===== src/rtl/core/fpa_pkg.sv =====
package fpa_pkg;

    localparam int WORD_BITS = 32;
    localparam int MAG_BITS  = 2 * WORD_BITS;

    localparam logic [3:0] MODE_ADD      = 4'd0;
    localparam logic [3:0] MODE_SUB      = 4'd1;
    localparam logic [3:0] MODE_MUL      = 4'd2;
    localparam logic [3:0] MODE_DIV      = 4'd3;
    localparam logic [3:0] MODE_GT       = 4'd4;
    localparam logic [3:0] MODE_LT       = 4'd5;
    localparam logic [3:0] MODE_GE       = 4'd6;
    localparam logic [3:0] MODE_LE       = 4'd7;
    localparam logic [3:0] MODE_EQ       = 4'd8;
    localparam logic [3:0] MODE_NE       = 4'd9;
    localparam logic [3:0] MODE_INC      = 4'd10;
    localparam logic [3:0] MODE_DEC      = 4'd11;
    localparam logic [3:0] MODE_MIN      = 4'd12;
    localparam logic [3:0] MODE_MAX      = 4'd13;
    localparam logic [3:0] MODE_FROM_INT = 4'd14;
    localparam logic [3:0] MODE_TO_INT   = 4'd15;

    localparam logic [1:0] STATUS_OK   = 2'd0;
    localparam logic [1:0] STATUS_DIVZ = 2'd1;
    localparam logic [1:0] STATUS_SAT  = 2'd2;

    localparam logic signed [WORD_BITS-1:0] WORD_MAX = {1'b0, {(WORD_BITS-1){1'b1}}};
    localparam logic signed [WORD_BITS-1:0] WORD_MIN = {1'b1, {(WORD_BITS-1){1'b0}}};

    typedef struct packed {
        logic [3:0]                  mode;
        logic signed [WORD_BITS-1:0] operand_a;
        logic signed [WORD_BITS-1:0] operand_b;
    } t_cmd;

    typedef struct packed {
        logic signed [WORD_BITS-1:0] result_value;
        logic                        compare_true;
        logic [1:0]                  status;
    } t_result;

    // Pack a sign and magnitude into a word, saturating to the nearest bound.
    function automatic t_result sat_pack(input logic neg, input logic [MAG_BITS-1:0] mag);
        logic [MAG_BITS-1:0] lim;
        t_result r;
        lim = MAG_BITS'(1) << (WORD_BITS - 1);
        r.compare_true = 1'b0;
        r.status       = STATUS_OK;
        if (!neg && mag >= lim) begin
            r.result_value = WORD_MAX;
            r.status       = STATUS_SAT;
        end else if (neg && mag > lim) begin
            r.result_value = WORD_MIN;
            r.status       = STATUS_SAT;
        end else if (neg) begin
            r.result_value = -$signed(mag[WORD_BITS-1:0]);
        end else begin
            r.result_value = $signed(mag[WORD_BITS-1:0]);
        end
        return r;
    endfunction

endpackage


===== src/rtl/core/fpa_mul.sv =====
module fpa_mul import fpa_pkg::*; #(
    parameter int FRACTION_BITS = 8
) (
    input  logic    i_clk,
    input  t_cmd    i_cmd,
    output t_result o_result
);

    localparam logic [MAG_BITS:0] HALF = (MAG_BITS+1)'(1) << (FRACTION_BITS - 1);

    logic [WORD_BITS-1:0] r_am;
    logic [WORD_BITS-1:0] r_bm;
    logic                 r_neg0;
    logic [MAG_BITS-1:0]  r_prod;
    logic                 r_neg1;
    logic [MAG_BITS:0]    rounded;
    t_result              r_result;

    // Stage 1: magnitudes and sign.
    always_ff @(posedge i_clk) begin
        r_am   <= i_cmd.operand_a[WORD_BITS-1] ? WORD_BITS'(-i_cmd.operand_a)
                                               : WORD_BITS'(i_cmd.operand_a);
        r_bm   <= i_cmd.operand_b[WORD_BITS-1] ? WORD_BITS'(-i_cmd.operand_b)
                                               : WORD_BITS'(i_cmd.operand_b);
        r_neg0 <= i_cmd.operand_a[WORD_BITS-1] ^ i_cmd.operand_b[WORD_BITS-1];
    end

    // Stage 2: full product.
    always_ff @(posedge i_clk) begin
        r_prod <= MAG_BITS'(r_am) * MAG_BITS'(r_bm);
        r_neg1 <= r_neg0;
    end

    // Stage 3: round half away from zero on the magnitude, then saturate.
    assign rounded = ({1'b0, r_prod} + HALF) >> FRACTION_BITS;

    always_ff @(posedge i_clk) begin
        r_result <= sat_pack(r_neg1, rounded[MAG_BITS-1:0]);
    end

    assign o_result = r_result;

endmodule


===== config.mk =====
export PLATFORM = sky130hd
export DESIGN_NAME = fpa_mul
export DESIGN_NICKNAME = d
export VERILOG_FILES = /design/src/rtl/core/fpa_pkg.sv /design/src/rtl/core/fpa_mul.sv
export SDC_FILE = /design/constraint.sdc
export NUM_CORES = 2
export LEC_CHECK = 0
export BUFFER_PORTS_ARGS = -buffer_cell sky130_fd_sc_hd__buf_2
export CORE_MARGIN = 5
export CORE_UTILIZATION = 45
export CTS_CLUSTER_DIAMETER = 200
export CTS_CLUSTER_SIZE = 30
export DETAILED_ROUTE_END_ITERATION = 10
export PLACE_DENSITY = 0.66
export SLEW_MARGIN = 0
export SYNTH_ARGS = -nofsm -noshare
export SYNTH_HDL_FRONTEND = slang
export SYNTH_SLANG_ARGS = --single-unit

===== constraint.sdc =====
create_clock -name i_clk -period 10 [get_ports i_clk]
set_input_delay 1 -clock i_clk [delete_from_list [all_inputs] [get_ports i_clk]]
set_output_delay 1 -clock i_clk [all_outputs]
set_load 0.05 [all_outputs]

==> metrics.cfg <==
[setup_path]
path_class = flop to flop
worstPathArrival_ns = 9.18
crit_path_end_kind = flop
crit_fanout = 21
reg2reg_slack_ns = 1.15
start_kind = flop
critPathRequiredTime_ns = 10.33
r2r_start = r_bm[9]
r2r-end = r_prod[60]
crit_start = r_bm[9]
r2r_cells = 20

[global_route]
grt-ovfl-total = 0
grt_max_degree = 38
antenna_found_initial = 5
grt_pass1_wl_um = 172000
grt_usage = 0.233
grt_pass1_vias = 31000

[route]
wl_per_cell_um = 19.6
drt-initial-drc-count = 1874
vias = 29200
drc = 0
finalWirelength_um = 107000
ant_nets = 0
viasPerCell = 5.33
first_pass_iters = 5

[timing]
worstMarginPinSlew_ns = 1.12
fin_tns_setup_ns = 0
slew_viol_final = 0
timing.final.crit_share = 0.885
setup-violations-final = 0
finalHoldViolations = 0
finClkSkew_ns = 0.0228
max_freq_ghz = 0.113
relSlewSlack = 0.244
rsz0062_at_grt = false
period_minus_slack_ns = 8.85

[logic_synthesis]
netlist_area_um2 = 39800
ys_seq_area_frac = 0.0785
synthMuxAreaShare = 0.00126
synth-edff-count = 0
synth_simple_gate_area_frac = 0.190
ys_ff_latch = 156
synth_top_family_by_area = adder cells
synth_fa_ha_area_frac = 0.534
synth_compound_area_frac = 0.0545
yosysMostFrequentCell = fa_1
synthFlopType = dfxtp_1
synth_cell_types = 78
synth_top_area_frac = 0.451
syn_inst = 4357
synth_top_area_cell = fa_1
async_reset_ff_frac = 0
synth_common_cells = fa_1, inv_1, and2_1
post_synth.cell_area_avg_um2 = 9.13
synth_area_leaders = fa_1, and2_1, inv_1
synth_xor_area_frac = 0.0357
synth_warnings = 0

[floorplan]
die_w_um = 307
dieArea_um2 = 94400
io_pins = 104
fp.coreArea_um2 = 88100
fp.dieH_um = 307
num_rows = 109
initial_core_util = 0.451

[job]
drv_cap = 0

[clocking]
cts_setup_buffers = 0
ctsLongestPathBuffers = 2
path_clk_slew_ns = 0.08
insertion_delay_ns = 0.50
cts_buffers = 17
cts_sinks = 156
htreeDepth = 4
cts-resized-gates = 0
cts.hold.buffers_added = 0
cts-root-buf = clkbuf_16
cts_tree = built

[final_layout]
drive_gt1_frac = 0.0536
final_nets = 5521
area_growth_pct = 5.28
antenna_cells = 0

[worst_hold_path]
min_delay_worst_endpoint = r_neg1
hold_class = flop to flop
whs_path_depth = 0
hold_start = r_neg0

[place]
hpwl_um = 85400
portBuffers = 97
gp_congestion = 0.910

[status]
outcome = finished, final reports clean

-- worst max-delay path: stages (launching register included) --
cell and delay, ns:
dfxtp_1 0.94, buf_4 0.38, nand2_1 0.11, fa_1 0.51
fa_1 0.54, fa_1 0.53, fa_1 0.52, inv_1 0.07
fa_1 0.55, fa_1 0.42, fa_1 0.51, fa_1 0.51
ha_1 0.48, nand2_1 0.10, a2111oi_0 0.67, o211a_1 0.29
o211ai_1 0.14, a211oi_1 0.48, a21oi_1 0.28, o21a_1 0.28
o311ai_0 0.40
-- sequential cells by signal, indices dropped and copies added, names as in the netlist --
name      cells
r_neg1        1
r_bm         32
o_result     33
r_neg0        1
r_am         32
r_prod       57
-- worst max-delay path by stage --
stage / to / slack [ns]
floorplan: r_prod[61] / 2.60
global placement: r_prod[60] / 1.33
detailed placement: r_prod[60] / 1.29
CTS: r_prod[60] / 1.25
global route: r_prod[60] / 0.81
finish: r_prod[60] / 1.15
-- cell families after synthesis --
| group | count (synthesis) |
|---|---|
| simple gates | 1441 |
| compound gates | 315 |
| other cells | 1 |
| flops | 156 |
| buf+inv | 1118 |
| mux | 5 |
| xor+xnor | 162 |
| fa+ha+maj | 1159 |
-- final cells by class --
cell class              instances  area (um^2)
flip-flops and latches        156         3160
repair buffers                153          906
multi-input cells            3084        32400
well taps                    1165         1460
inverters                     881         3310
clock buffers                  17          425
fillers                      8442        46200
clock inverters                15          193
-- through the flow --
step | hold WS (ns) | setup WS, ns | cells | utilization | area (um^2)
3_3_place_gp | 0.317 | 1.33 | 5439 | 0.468 | 41200
6_report | 0.334 | 1.15 | 5471 | 0.475 | 41900
2_1_floorplan | 0.310 | 2.60 | 4358 | - | 39800
3_5_place_dp | 0.316 | 1.29 | 5439 | 0.468 | 41200
4_1_cts | 0.334 | 1.25 | 5471 | 0.475 | 41900
5_1_grt | 0.336 | 0.811 | 5471 | 0.475 | 41900
-- per-layer routing --
metal  wire [um]  GRT usage  up-vias
met1       42300      0.296    14900
li1            -          -    13000
met4        5030     0.0934        2
met5          11          0        -
met3        7080     0.0411      284
met2       52900      0.397      997
-- cell usage in the layout (no fill, tap or decap), drive strengths merged, types with 65 or more instances in the layout --
| cell type | n |
|---|---|
| dfxtp | 156 |
| ha | 264 |
| xnor2 | 121 |
| nor2 | 71 |
| and2 | 606 |
| fa | 895 |
| nand2 | 520 |
| buf | 153 |
| a21oi | 65 |
| inv | 889 |
Power is not shown: default switching activity piles up to over one toggle a cycle in this logic, so the estimate is an artifact.
