<file path="config.mk">
export PLATFORM = sky130hd
export DESIGN_NAME = fpa_simple
export DESIGN_NICKNAME = d
export VERILOG_FILES = /design/src/rtl/core/fpa_pkg.sv /design/src/rtl/core/fpa_simple.sv
export SDC_FILE = /design/constraint.sdc
export NUM_CORES = 1
export LEC_CHECK = 0
export ABC_AREA = 0
export BUFFER_PORTS_ARGS = -buffer_cell sky130_fd_sc_hd__buf_2
export CAP_MARGIN = 25
export CELL_PAD_IN_SITES_DETAIL_PLACEMENT = 1
export CELL_PAD_IN_SITES_GLOBAL_PLACEMENT = 1
export CORE_ASPECT_RATIO = 0.8
export CORE_UTILIZATION = 43
export CTS_CLUSTER_SIZE = 12
export DETAILED_ROUTE_END_ITERATION = 8
export PLACE_DENSITY = 0.88
export SETUP_SLACK_MARGIN = 0.4
export SLEW_MARGIN = 20
export SYNTH_ARGS = -nofsm -noshare
export SYNTH_HDL_FRONTEND = slang
export SYNTH_SLANG_ARGS = --single-unit
</file>
<file path="constraint.sdc">
create_clock -name i_clk -period 4.65 [get_ports i_clk]
set_clock_uncertainty 0.05 [all_clocks]
set_input_delay 0 -clock i_clk [delete_from_list [all_inputs] [get_ports i_clk]]
set_output_delay 0 -clock i_clk [all_outputs]
set_load 0.005 [all_outputs]
</file>
<file path="src/rtl/core/fpa_pkg.sv">
package fpa_pkg;

    localparam int WORD_BITS = 32;
    localparam int MAG_BITS  = 2 * WORD_BITS;

    localparam logic [3:0] MODE_ADD      = 4'd0;
    localparam logic [3:0] MODE_SUB      = 4'd1;
    localparam logic [3:0] MODE_MUL      = 4'd2;
    localparam logic [3:0] MODE_DIV      = 4'd3;
    localparam logic [3:0] MODE_GT       = 4'd4;
    localparam logic [3:0] MODE_LT       = 4'd5;
    localparam logic [3:0] MODE_GE       = 4'd6;
    localparam logic [3:0] MODE_LE       = 4'd7;
    localparam logic [3:0] MODE_EQ       = 4'd8;
    localparam logic [3:0] MODE_NE       = 4'd9;
    localparam logic [3:0] MODE_INC      = 4'd10;
    localparam logic [3:0] MODE_DEC      = 4'd11;
    localparam logic [3:0] MODE_MIN      = 4'd12;
    localparam logic [3:0] MODE_MAX      = 4'd13;
    localparam logic [3:0] MODE_FROM_INT = 4'd14;
    localparam logic [3:0] MODE_TO_INT   = 4'd15;

    localparam logic [1:0] STATUS_OK   = 2'd0;
    localparam logic [1:0] STATUS_DIVZ = 2'd1;
    localparam logic [1:0] STATUS_SAT  = 2'd2;

    localparam logic signed [WORD_BITS-1:0] WORD_MAX = {1'b0, {(WORD_BITS-1){1'b1}}};
    localparam logic signed [WORD_BITS-1:0] WORD_MIN = {1'b1, {(WORD_BITS-1){1'b0}}};

    typedef struct packed {
        logic [3:0]                  mode;
        logic signed [WORD_BITS-1:0] operand_a;
        logic signed [WORD_BITS-1:0] operand_b;
    } t_cmd;

    typedef struct packed {
        logic signed [WORD_BITS-1:0] result_value;
        logic                        compare_true;
        logic [1:0]                  status;
    } t_result;

    // Pack a sign and magnitude into a word, saturating to the nearest bound.
    function automatic t_result sat_pack(input logic neg, input logic [MAG_BITS-1:0] mag);
        logic [MAG_BITS-1:0] lim;
        t_result r;
        lim = MAG_BITS'(1) << (WORD_BITS - 1);
        r.compare_true = 1'b0;
        r.status       = STATUS_OK;
        if (!neg && mag >= lim) begin
            r.result_value = WORD_MAX;
            r.status       = STATUS_SAT;
        end else if (neg && mag > lim) begin
            r.result_value = WORD_MIN;
            r.status       = STATUS_SAT;
        end else if (neg) begin
            r.result_value = -$signed(mag[WORD_BITS-1:0]);
        end else begin
            r.result_value = $signed(mag[WORD_BITS-1:0]);
        end
        return r;
    endfunction

endpackage

</file>
<file path="src/rtl/core/fpa_simple.sv">
module fpa_simple import fpa_pkg::*; #(
    parameter int FRACTION_BITS = 8
) (
    input  logic    i_clk,
    input  t_cmd    i_cmd,
    output t_result o_result
);

    logic signed [WORD_BITS:0]   sa;
    logic signed [WORD_BITS:0]   sy;
    logic signed [WORD_BITS:0]   ssum;
    logic [FRACTION_BITS:0]      top_bits;
    logic                        lt;
    logic                        gt;
    logic                        eq;
    t_result                     n_result;
    t_result                     r_result;

    always_comb begin
        sa = {i_cmd.operand_a[WORD_BITS-1], i_cmd.operand_a};
        case (i_cmd.mode)
            MODE_SUB: sy = -{i_cmd.operand_b[WORD_BITS-1], i_cmd.operand_b};
            MODE_INC: sy = (WORD_BITS+1)'(1);
            MODE_DEC: sy = -(WORD_BITS+1)'(1);
            default:  sy = {i_cmd.operand_b[WORD_BITS-1], i_cmd.operand_b};
        endcase
        ssum     = sa + sy;
        top_bits = i_cmd.operand_a[WORD_BITS-1 -: FRACTION_BITS+1];
        lt = i_cmd.operand_a < i_cmd.operand_b;
        gt = i_cmd.operand_a > i_cmd.operand_b;
        eq = i_cmd.operand_a == i_cmd.operand_b;

        n_result.result_value = '0;
        n_result.compare_true = 1'b0;
        n_result.status       = STATUS_OK;
        case (i_cmd.mode)
            MODE_GT: n_result.compare_true = gt;
            MODE_LT: n_result.compare_true = lt;
            MODE_GE: n_result.compare_true = !lt;
            MODE_LE: n_result.compare_true = !gt;
            MODE_EQ: n_result.compare_true = eq;
            MODE_NE: n_result.compare_true = !eq;
            MODE_MIN: n_result.result_value = lt ? i_cmd.operand_a : i_cmd.operand_b;
            MODE_MAX: n_result.result_value = gt ? i_cmd.operand_a : i_cmd.operand_b;
            MODE_FROM_INT: begin
                if (top_bits == '0 || top_bits == '1) begin
                    n_result.result_value = i_cmd.operand_a <<< FRACTION_BITS;
                end else begin
                    n_result.result_value = i_cmd.operand_a[WORD_BITS-1] ? WORD_MIN : WORD_MAX;
                    n_result.status       = STATUS_SAT;
                end
            end
            MODE_TO_INT: n_result.result_value = i_cmd.operand_a >>> FRACTION_BITS;
            default: begin
                // add, sub, inc, dec: one extra bit shows overflow
                if (ssum[WORD_BITS] != ssum[WORD_BITS-1]) begin
                    n_result.result_value = ssum[WORD_BITS] ? WORD_MIN : WORD_MAX;
                    n_result.status       = STATUS_SAT;
                end else begin
                    n_result.result_value = ssum[WORD_BITS-1:0];
                end
            end
        endcase
    end

    always_ff @(posedge i_clk) begin
        r_result <= n_result;
    end

    assign o_result = r_result;

endmodule

</file>
==> flow_metrics.py <==
metrics = {
    "timing": {
        "post-route-period-util_pct": 92.2,
        "relSlewSlack_pct": 46.4,
        "post-route-min-period_ns": 4.29,
        "finalMaxSlewViolations": 0,
        "fmax_ghz": 0.233,
        "hold_viol_final": 0,
        "tightestPinTransition_ns": 0.804,
        "grt_setup_unrepaired": "yes",
        "setup_violations": 0,
        "fin_ws_ns": 0.362,
        "fin_tns_setup_ns": 0,
    },
    "worst_setup_path": {
        "crit_path_cell_trace": "buf_2 > inv_2 > ha_4 > or3b_4 > or3_4 > nor3_4 > buf_4 > buf_4 > a21oi_1 > nor2_1 > a21oi_1 > ha_1 > a211oi_2 > o21a_1 > o32ai_2 > a31oi_2 > o31ai_2 > buf_4 > a21oi_4 > xnor2_4 > a21oi_4 > buf_4 > buf_12 > a21oi_2",
        "path_buf_inv": 7,
        "cpPeakStageDelay_ns": 0.45,
        "slowest_stage": "or3_4",
        "start_kind": "input pin",
        "cpMostUsedCell": "buf_4",
        "critPathMaxFanout": 7,
        "crit_type": "input pin to flip-flop",
        "cp.arrival_ns": 4.41,
        "end_kind": "flip-flop",
        "required_ns": 4.77,
        "critPathTopFamily": "compound AO/OA/AOI/OAI gates",
    },
    "power": {
        "netSwitchingPower_uw": 1020,
        "p_sw_share_pct": 46.8,
        "p_leak_uw": 0.00379,
        "peakVddDrop_mv": 0.133,
        "clock_power_share_pct": 17.3,
        "combPwrFrac_pct": 66.0,
        "seq_power_share_pct": 16.7,
        "p_per_area_mw_per_mm2": 253,
        "p_int_uw": 1160,
    },
    "global_route": {
        "overflow": 0,
        "antenna_found_initial": 0,
        "groute.usage.overall_pct": 38.0,
        "grt_max_degree": 40,
        "grt_pass1_wl_mm": 48.1,
        "first_global_vias": 8901,
    },
    "clock_tree": {
        "root_buffer": "clkbuf_16",
        "cts_tree": "done",
        "htree_levels": 2,
        "clk_path_buf_depth": 2,
        "clock-sinks": 34,
        "cts_inserted_buffers": 5,
        "path_clk_slew_ns": 0.06,
    },
    "synth": {
        "syn_inst": 962,
        "syn-num-nets": 1097,
        "ys_types": 78,
        "yosys.area.top_type_share_pct": 11.7,
        "ys_warn_count": 0,
        "ys_seq_area_share_pct": 9.79,
        "synth_top_area_cell": "ha_1",
        "ys_ff_latch": 34,
        "synthArstFlopShare_pct": 0,
        "synth.area.top_cells": "ha_1 12%, dfxtp_1 9.8%, a21oi_1 9.1%, mux2i_1 8.6%, mux2_2 4.9%",
        "syn_area_per_cell_um2": 7.23,
        "ys.flop_type": "dfxtp_1",
        "synth-edff-count": 0,
        "synth_area_mm2": 0.00695,
    },
    "cells_and_area": {
        "nets": 1217,
        "fin_cells": 1298,
        "largest_reg_flops": 34,
        "drive_gt1_share_pct": 29.6,
        "syn2layout_area_growth_pct": 23.6,
        "diodes": 0,
    },
    "floorplan": {
        "core_mm2": 0.0158,
        "rows": 41,
        "die_h_um": 116,
        "die_area_mm2": 0.0167,
        "boundaryPins": 104,
        "initial_core_util_pct": 44.0,
        "die_w_um": 144,
    },
    "job": {
        "maxCapViolations": 0,
    },
    "drt": {
        "avgViaCountPerCell": 6.87,
        "wl_mm": 33.3,
        "drc": 0,
        "vias": 8920,
        "dr.pass1.iters": 6,
        "drt_first_iter_violations": 1005,
        "postRouteAntennaNets": 0,
        "wl_per_cell_um": 25.6,
    },
    "placement": {
        "port_buffers": 102,
        "place.gp.congestion": 0.964,
        "dp_slack_ns": -0.142,
        "dp.cells": 1267,
        "place_hpwl_mm": 22.9,
    },
    "outcome": {
        "status": "finished clean",
    },
    "hold_path": {
        "min_path_type": "input pin to flip-flop",
    },
}
==> synth_stat cells, drive strengths merged, types with 10 or more instances <==
library cell,n
a21o,16
mux2i,60
inv,50
mux2,31
o22ai,17
nand3,15
nand2,53
o221ai,17
xnor2,21
dfxtp,34
o21ai,88
nor2,86
a21oi,159
nor3,16
a221oi,10
buf,21
nand4,17
clkbuf,42
a31oi,10
ha,65
a211oi,18
==> metrics by stage <==
step	power [uW]	utilization, %	area [um2]	hold slack, ns
after global placement	1560	49.8	7870	0.251
after CTS	2050	52.3	8260	0.0426
after floorplan	1180	-	6950	0.0616
final	2180	54.4	8600	0.0524
after detailed placement	1610	49.8	7870	0.257
after global routing	2270	54.4	8600	0.0828
==> placed cells by master, fill, tap and decap left out, types with 7 or more instances in the layout <==
cell	n
dfxtp_1	34
a211oi_1	17
nand2_1	52
xnor2_1	20
inv_1	47
o211ai_1	7
mux2i_1	60
o21ai_0	54
nand4_1	17
buf_4	61
mux2_2	30
nor3_1	11
buf_2	101
a31oi_1	8
a221oi_1	9
a21oi_1	116
a21o_1	12
nand3_1	10
ha_1	62
o221ai_1	17
o21ai_1	30
o22ai_1	16
o22a_1	7
nand2b_1	8
a21oi_2	39
nor2_1	82
==> power by group through the flow <==
stage          sequential, uW  combinational [uW]  clock [uW]
3_3_place_gp              370                1190           0
3_5_place_dp              369                1240           0
6_report                  365                1440         377
2_1_floorplan             373                 808           0
5_1_grt                   367                1510         388
4_1_cts                   364                1310         375
==> per-layer routing <==
metal  vias up  part of all wire [%]  global-route usage [%]
met5         -                     0                   0.585
met4         0                   5.1                    20.0
met1      4272                    41                    49.4
met3       172                    11                    8.51
li1       3855                     -                       -
met2       621                    43                    58.6
==> area by class of cell <==
| type | instances | area, um2 |
|---|---|---|
| Timing Repair Buffer | 176 | 1210 |
| Tap cell | 215 | 269 |
| Clock inverter | 2 | 12.5 |
| Multi-Input combinational cell | 815 | 6090 |
| Sequential cell | 34 | 681 |
| Fill cell | 2007 | 7200 |
| Clock buffer | 6 | 139 |
| Inverter | 50 | 188 |
==> worst paths after layout <==
kind | startpoint | to | slack (ns) | depth (start not counted)
setup / recovery | i_cmd[0] | o_result[12] | 0.36 | 24
hold / removal | i_cmd[65] | o_result[2] | 0.05 | 4
==> kinds of logic after synthesis <==
kind of cell	count (synthesis)	synth area share, %
fa+ha+maj	66	12.0
xor+xnor	28	3.90
other cells	1	0.0539
compound gates	393	36.6
simple gates	236	16.4
mux	91	13.7
buf+inv	113	7.54
flops	34	9.79
==> repair_timing <==
action | 4_1_cts | 5_1_grt
endpoints found under the setup margin | 33 | 33
endpoints found under the hold margin | 1 | 0
buffers inserted | 9 | 10
resized for setup | 20 | 53
cloned | 2 | 1
hold buffers | 1 | 0
pin swaps | 6 | 20
Power figures use the tool's default switching activity.
