<file path="src/rtl/core/fpa_pkg.sv">
package fpa_pkg;

    localparam int WORD_BITS = 32;
    localparam int MAG_BITS  = 2 * WORD_BITS;

    localparam logic [3:0] MODE_ADD      = 4'd0;
    localparam logic [3:0] MODE_SUB      = 4'd1;
    localparam logic [3:0] MODE_MUL      = 4'd2;
    localparam logic [3:0] MODE_DIV      = 4'd3;
    localparam logic [3:0] MODE_GT       = 4'd4;
    localparam logic [3:0] MODE_LT       = 4'd5;
    localparam logic [3:0] MODE_GE       = 4'd6;
    localparam logic [3:0] MODE_LE       = 4'd7;
    localparam logic [3:0] MODE_EQ       = 4'd8;
    localparam logic [3:0] MODE_NE       = 4'd9;
    localparam logic [3:0] MODE_INC      = 4'd10;
    localparam logic [3:0] MODE_DEC      = 4'd11;
    localparam logic [3:0] MODE_MIN      = 4'd12;
    localparam logic [3:0] MODE_MAX      = 4'd13;
    localparam logic [3:0] MODE_FROM_INT = 4'd14;
    localparam logic [3:0] MODE_TO_INT   = 4'd15;

    localparam logic [1:0] STATUS_OK   = 2'd0;
    localparam logic [1:0] STATUS_DIVZ = 2'd1;
    localparam logic [1:0] STATUS_SAT  = 2'd2;

    localparam logic signed [WORD_BITS-1:0] WORD_MAX = {1'b0, {(WORD_BITS-1){1'b1}}};
    localparam logic signed [WORD_BITS-1:0] WORD_MIN = {1'b1, {(WORD_BITS-1){1'b0}}};

    typedef struct packed {
        logic [3:0]                  mode;
        logic signed [WORD_BITS-1:0] operand_a;
        logic signed [WORD_BITS-1:0] operand_b;
    } t_cmd;

    typedef struct packed {
        logic signed [WORD_BITS-1:0] result_value;
        logic                        compare_true;
        logic [1:0]                  status;
    } t_result;

    // Pack a sign and magnitude into a word, saturating to the nearest bound.
    function automatic t_result sat_pack(input logic neg, input logic [MAG_BITS-1:0] mag);
        logic [MAG_BITS-1:0] lim;
        t_result r;
        lim = MAG_BITS'(1) << (WORD_BITS - 1);
        r.compare_true = 1'b0;
        r.status       = STATUS_OK;
        if (!neg && mag >= lim) begin
            r.result_value = WORD_MAX;
            r.status       = STATUS_SAT;
        end else if (neg && mag > lim) begin
            r.result_value = WORD_MIN;
            r.status       = STATUS_SAT;
        end else if (neg) begin
            r.result_value = -$signed(mag[WORD_BITS-1:0]);
        end else begin
            r.result_value = $signed(mag[WORD_BITS-1:0]);
        end
        return r;
    endfunction

endpackage

</file>
<file path="src/rtl/core/fpa_delay.sv">
module fpa_delay import fpa_pkg::*; #(
    parameter int WIDTH = 8,
    parameter int DEPTH = 2
) (
    input  logic             i_clk,
    input  logic [WIDTH-1:0] i_data,
    output logic [WIDTH-1:0] o_data
);

    logic [WIDTH-1:0] r_line [0:DEPTH-1];

    // Advance the line one stage per clock.
    always_ff @(posedge i_clk) begin
        r_line[0] <= i_data;
        for (int k = 1; k < DEPTH; k++) begin
            r_line[k] <= r_line[k-1];
        end
    end

    assign o_data = r_line[DEPTH-1];

endmodule

</file>
<file path="config.mk">
export PLATFORM = sky130hd
export DESIGN_NAME = fpa_delay
export DESIGN_NICKNAME = d
export VERILOG_FILES = /design/src/rtl/core/fpa_pkg.sv /design/src/rtl/core/fpa_delay.sv
export SDC_FILE = /design/constraint.sdc
export NUM_CORES = 1
export LEC_CHECK = 0
export BUFFER_PORTS_ARGS = -buffer_cell sky130_fd_sc_hd__buf_2
export CORE_AREA = 2 2 39 41
export CTS_BUF_LIST = sky130_fd_sc_hd__clkbuf_8
export DETAILED_ROUTE_END_ITERATION = 10
export DIE_AREA = 0 0 41 43
export PLACE_DENSITY = 0.57
export SETUP_SLACK_MARGIN = 0.02
export SLEW_MARGIN = 20
export SYNTH_ARGS = -nofsm -noshare
export SYNTH_HDL_FRONTEND = slang
export SYNTH_SLANG_ARGS = --single-unit
</file>
<file path="constraint.sdc">
create_clock -name i_clk -period 0.8 [get_ports i_clk]
set_input_delay 0.12 -clock i_clk [delete_from_list [all_inputs] [get_ports i_clk]]
set_output_delay 0.12 -clock i_clk [all_outputs]
set_load 0.02 [all_outputs]
</file>
==> results of run 1 <==
[per-stage QoR]
stage / cells / worst slack, ns
final: 59 / 0.00654
after global routing: 59 / -0.0184
after CTS: 59 / -0.00242
after detailed placement: 48 / 0.240
after global placement: 48 / 0.246
after floorplan: 24 / 0.264
[synthesized netlist by cell type]
cell type and count:
buf_4 8, dfxtp_1 16
[cells by family after synthesis]
| kind of cell | synth area share |
|---|---|
| DFF | 0.842 |
| buffers and inverters | 0.158 |
[cells in the final DEF (no fill, tap or decap)]
cell type,instances
dlygate4sd3_1,8
buf_2,8
buf_6,8
dfxtp_1,8
dfxtp_2,8
clkbuf_8,3
[per-layer routing]
metal	global-route usage	vias to the layer above	wire length [microns]
li1	-	102	-
met1	0.0502	76	182
met2	0.0781	10	249
met3	0.0314	0	40
met4	0.120	0	0
met5	0	-	0
[worst max path at each step]
stage / endpoint / slack [ns] / cells after the start
4_1_cts: o_data[1] / -0.002 / 1
6_report: o_data[1] / 0.007 / 1
3_3_place_gp: o_data[6] / 0.25 / 1
2_1_floorplan: o_data[0] / 0.26 / 1
5_1_grt: o_data[1] / -0.02 / 1
3_5_place_dp: o_data[1] / 0.24 / 1
[repair_timing]
item	CTS	global route
endpoints found under the hold margin	8	0
pin swaps	0	0
hold buffers	8	0
resized for setup	24	0
setup endpoints to repair	8	8
[power groups by stage]
stage          Combinational [W]  Sequential (W)  Clock [W]
2_1_floorplan          0.0000580        0.000864          0
3_3_place_gp           0.0000652        0.000864          0
3_5_place_dp           0.0000668        0.000865          0
4_1_cts                 0.000120        0.000858   0.000578
5_1_grt                 0.000126        0.000860   0.000623
6_report                0.000120        0.000857   0.000563
[layout make-up]
type	count	area [sq um]	share of cell area
timing repair buffer	24	210	0.349
clock buffer	3	41.3	0.0686
tap	16	20.0	0.0333
sequential	16	330	0.549
==> out/results.ini, run 1 <==
[timing]
fin_setup_tns_ns = 0
whs_ns = 0.324
worst_pin_slew_ns = 0.0532
hold_violations = 0
drv_slew = 0
setup_viol = 0
finalCritPeriodShare = 0.992
rsz0062_at_grt = true
period_needed_ns = 0.793
max_slew_margin = 0.964
max_freq_mhz = 1260
final.setup_skew_ns = 0.000178

[cells_and_area]
regMostFlops = r_line
final_nets = 54
post-route-util = 0.435
diodes = 0
nFillCells = 126
multiInputGateArea_sq_um = 0
drive_gt1_frac = 0.628
top_regs = r_line x16
multi_input_cells = 0
largest_reg_flops = 16
area_growth_pct = 58.2
stdcell_area_sq_um = 602

[power]
internal_power_w = 0.00125
p_total_w = 0.00154
switchingPower_w = 0.000286
p_sw_frac = 0.186
power.share.sequential = 0.557
p_per_area_mw_per_mm2 = 2560
clkPwrFrac = 0.366
p_comb_frac = 0.078
ir_worst_vdd_v = 0.000741
leakagePower_nw = 0.270

[synth]
synth_seq_cells = 16
synth_area_leaders = dfxtp_1, buf_4
avgSynthCellArea_sq_um = 15.8
synth_warnings = 0
synth_cells = 24
ys_seq_area_frac = 0.842
synth_top_cell_by_area = dfxtp_1
synthesis.area_sq_um = 380
synth_top_area_frac = 0.842
synth_fp_nets = 33
synth_cell_types = 2

[floorplanning]
die_area_sq_mm = 0.00176
die_w_microns = 41
io_pins = 17
die_y_microns = 43
initial_utilization = 0.275
core_area_sq_mm = 0.00138
num_rows = 14

[clock_network]
insertion_delay_ns = 0.24
cts-root-buf = clkbuf_8
cts_tree = built
h-tree-depth = 1
cts.sinks = 16
cts.clk_slew.worst_paths_ns = 0.05
post-cts-setup-buffers = 0
clock_path_buffers = 2
cts_buffers = 3

[grt]
grt_pass1_vias = 175
grt_pass1_wl_microns = 627
grtUsageTotal = 0.0650
grt.overflow.total = 0
grt_start_max_net_pins = 9
antenna_found_initial = 0

[worst_setup_path]
r2r_slack_ns = 0.40
cp-startpoint = r_line[0][9]
rr_worst_depth = 0
critPathBufInv = 1
required_ns = 0.68
worstReg2RegStart = r_line[0][2]
crit_slowest_cell = dfxtp_2
critical_path_peak_fanout = 1
critPathCaptureType = output port
cp_top_family = flip-flops
crit_arrival_ns = 0.67
r2r_end = r_line[0][10]
path_cells = buf_6
slowest_delay_ns = 0.31
crit_path_start_kind = register
critPathKind = reg2out

[detailed_routing]
vias = 188
drt-initial-drc-count = 2
wirelength_microns = 471
drc_errors = 0
viasPerCell = 3.19
antenna_left = 0
drt_first_pass_iters = 2
wl_per_cell_microns = 7.98

[placement]
io_buffers = 16
placed_area_sq_um = 420
gp_congestion = 0.541

[min_path]
hold_start = r_line[0][0]
hold_class = reg2reg
min_to = r_line[0][8]
hold_depth = 0

[run]
cap_violations = 0

[status]
outcome = completed

Power figures use the tool's default switching activity.
==> inputs of run 2 (changes only) <==
Settings changed: REMOVE_ABC_BUFFERS from default to 1.
==> run 2 against run 1 <==
Cell count rose by 1.7%. Clock-buffer cell count rose by 1. Fmax decreased by 0.53%. First-iteration DRC count fell by 100%. Highest routed layer unchanged. Flip-flop and latch count unchanged. Wire length is 1.9% higher. Register-to-register slack about the same. Design area is 2.3% higher. Critical path depth stayed put. Via count is 5.9% higher. Combinational power barely moved. Largest cell class unchanged. Clock power is 20% higher.
==> out/results.ini, run 2 (synthesis results as in run 1) <==
[grt]
grt_start_max_net_pins = 10
antenna_found_initial = 0
grt.overflow.total = 0
grtUsageTotal = 0.0709
grt_pass1_wl_microns = 759
grt_pass1_vias = 197

[placement]
post-place-ws_ns = 0.237
io_buffers = 16
placed_area_sq_um = 420
gp_congestion = 0.491

[timing]
drv_slew = 0
max_freq_mhz = 1250
worst_pin_slew_ns = 0.0632
max_slew_margin = 0.958
finalCritPeriodShare = 0.997
setup_viol = 0
rsz0062_at_grt = true
final.setup_skew_ns = 0.000358
hold_violations = 0
setup_ws_ns = 0.00234
period_needed_ns = 0.798

[power]
p_total_w = 0.00165
ir_worst_vdd_v = 0.00137
p_per_area_mw_per_mm2 = 2680
leakagePower_nw = 0.277

[worst_setup_path]
required_ns = 0.68
crit_arrival_ns = 0.68
slowest_delay_ns = 0.32
path_cells = buf_6
critPathCaptureType = output port
crit_cells = 1
crit_slowest_cell = dfxtp_2
crit_path_start_kind = register
critPathBufInv = 1
critPathKind = reg2out
cp_top_family = flip-flops
rr_worst_depth = 0
critical_path_peak_fanout = 1

[floorplanning]
io_pins = 17
die_w_microns = 41
core_area_sq_mm = 0.00138
initial_utilization = 0.275
num_rows = 14
die_area_sq_mm = 0.00176
die_y_microns = 43

[min_path]
hold_depth = 0
hold_class = reg2reg

[clock_network]
cts.clk_slew.worst_paths_ns = 0.06
insertion_delay_ns = 0.24
cts.sinks = 16
clock_path_buffers = 2
h-tree-depth = 1
cts-root-buf = clkbuf_8
cts_tree = built
post-cts-setup-buffers = 0
cts_buffers = 3

[cells_and_area]
diodes = 0
layout_common_cells = dlygate4sd3_1, buf_2, buf_6, dfxtp_1, dfxtp_2
ff_latch_area_sq_um = 330
top_regs = r_line x16
nFillCells = 139
area_growth_pct = 61.8
stdcell_area_sq_um = 616
final_nets = 54
largest_reg_flops = 16
multi_input_cells = 0
drive_gt1_frac = 0.636
regMostFlops = r_line
multiInputGateArea_sq_um = 0

[detailed_routing]
vias = 199
wirelength_microns = 480
antenna_left = 0
drt-initial-drc-count = 0
drt_first_pass_iters = 1
wl_per_cell_microns = 8.00
drc_errors = 0
viasPerCell = 3.32

[status]
outcome = completed

[run]
cap_violations = 0

## run 2: changes by cell type in the layout (fill, tap and decap cells not counted), sizes merged
| cell | before | now |
|---|---|---|
| clkbuf | 3 | 4 |
## run 2: metal layers
metal | up-vias | GRT usage | routed length, microns | share of wire
met2 | 13 | 0.0969 | 251 | 0.52
met5 | - | 0 | 0 | 0
met3 | 0 | 0.0681 | 52 | 0.11
met4 | 0 | 0.0400 | 0 | 0
met1 | 83 | 0.0662 | 175 | 0.36
li1 | 103 | - | - | -
## run 2: layout make-up
| type | count | share of cell area |
|---|---|---|
| Sequential cell | 16 | 0.537 |
| Timing Repair Buffer | 24 | 0.341 |
| Clock buffer | 4 | 0.0894 |
| Tap cell | 16 | 0.0325 |
## run 2: final timing paths
check / start / to / slack, ns
worst min register to register: r_line[0][0] / r_line[0][8] / 0.33
worst min-delay path: r_line[0][0] / r_line[0][8] / 0.33
worst max-delay path: r_line[0][8] / o_data[0] / 0.002
worst max register to register: r_line[0][7] / r_line[0][15] / 0.40
## run 2: what timing repair did
item,4_1_cts,5_1_grt
pin swaps,0,0
gates cloned,0,0
endpoints found under the hold margin,8,0
hold buffers,8,0
gates resized for setup,24,0
setup endpoints to repair,8,8
## run 2: report_power, final
group,internal [W],leakage (nW),switching [W],total (W)
combinational,0.0000772,0.113,0.0000420,0.000119
clock,0.000435,0.0288,0.000239,0.000674
sequential,0.000845,0.135,0.0000131,0.000858
total,0.00136,0.277,0.000294,0.00165
## run 2: stage by stage
stage | utilization | cells | setup TNS [ns] | hold slack (ns)
3_3_place_gp | 0.304 | 48 | 0 | 0.223
5_1_grt | 0.445 | 60 | -0.140 | 0.331
3_5_place_dp | 0.304 | 48 | 0 | 0.224
2_1_floorplan | - | 16 | 0 | 0.148
6_report | 0.445 | 60 | 0 | 0.326
4_1_cts | 0.445 | 60 | -0.0126 | 0.328
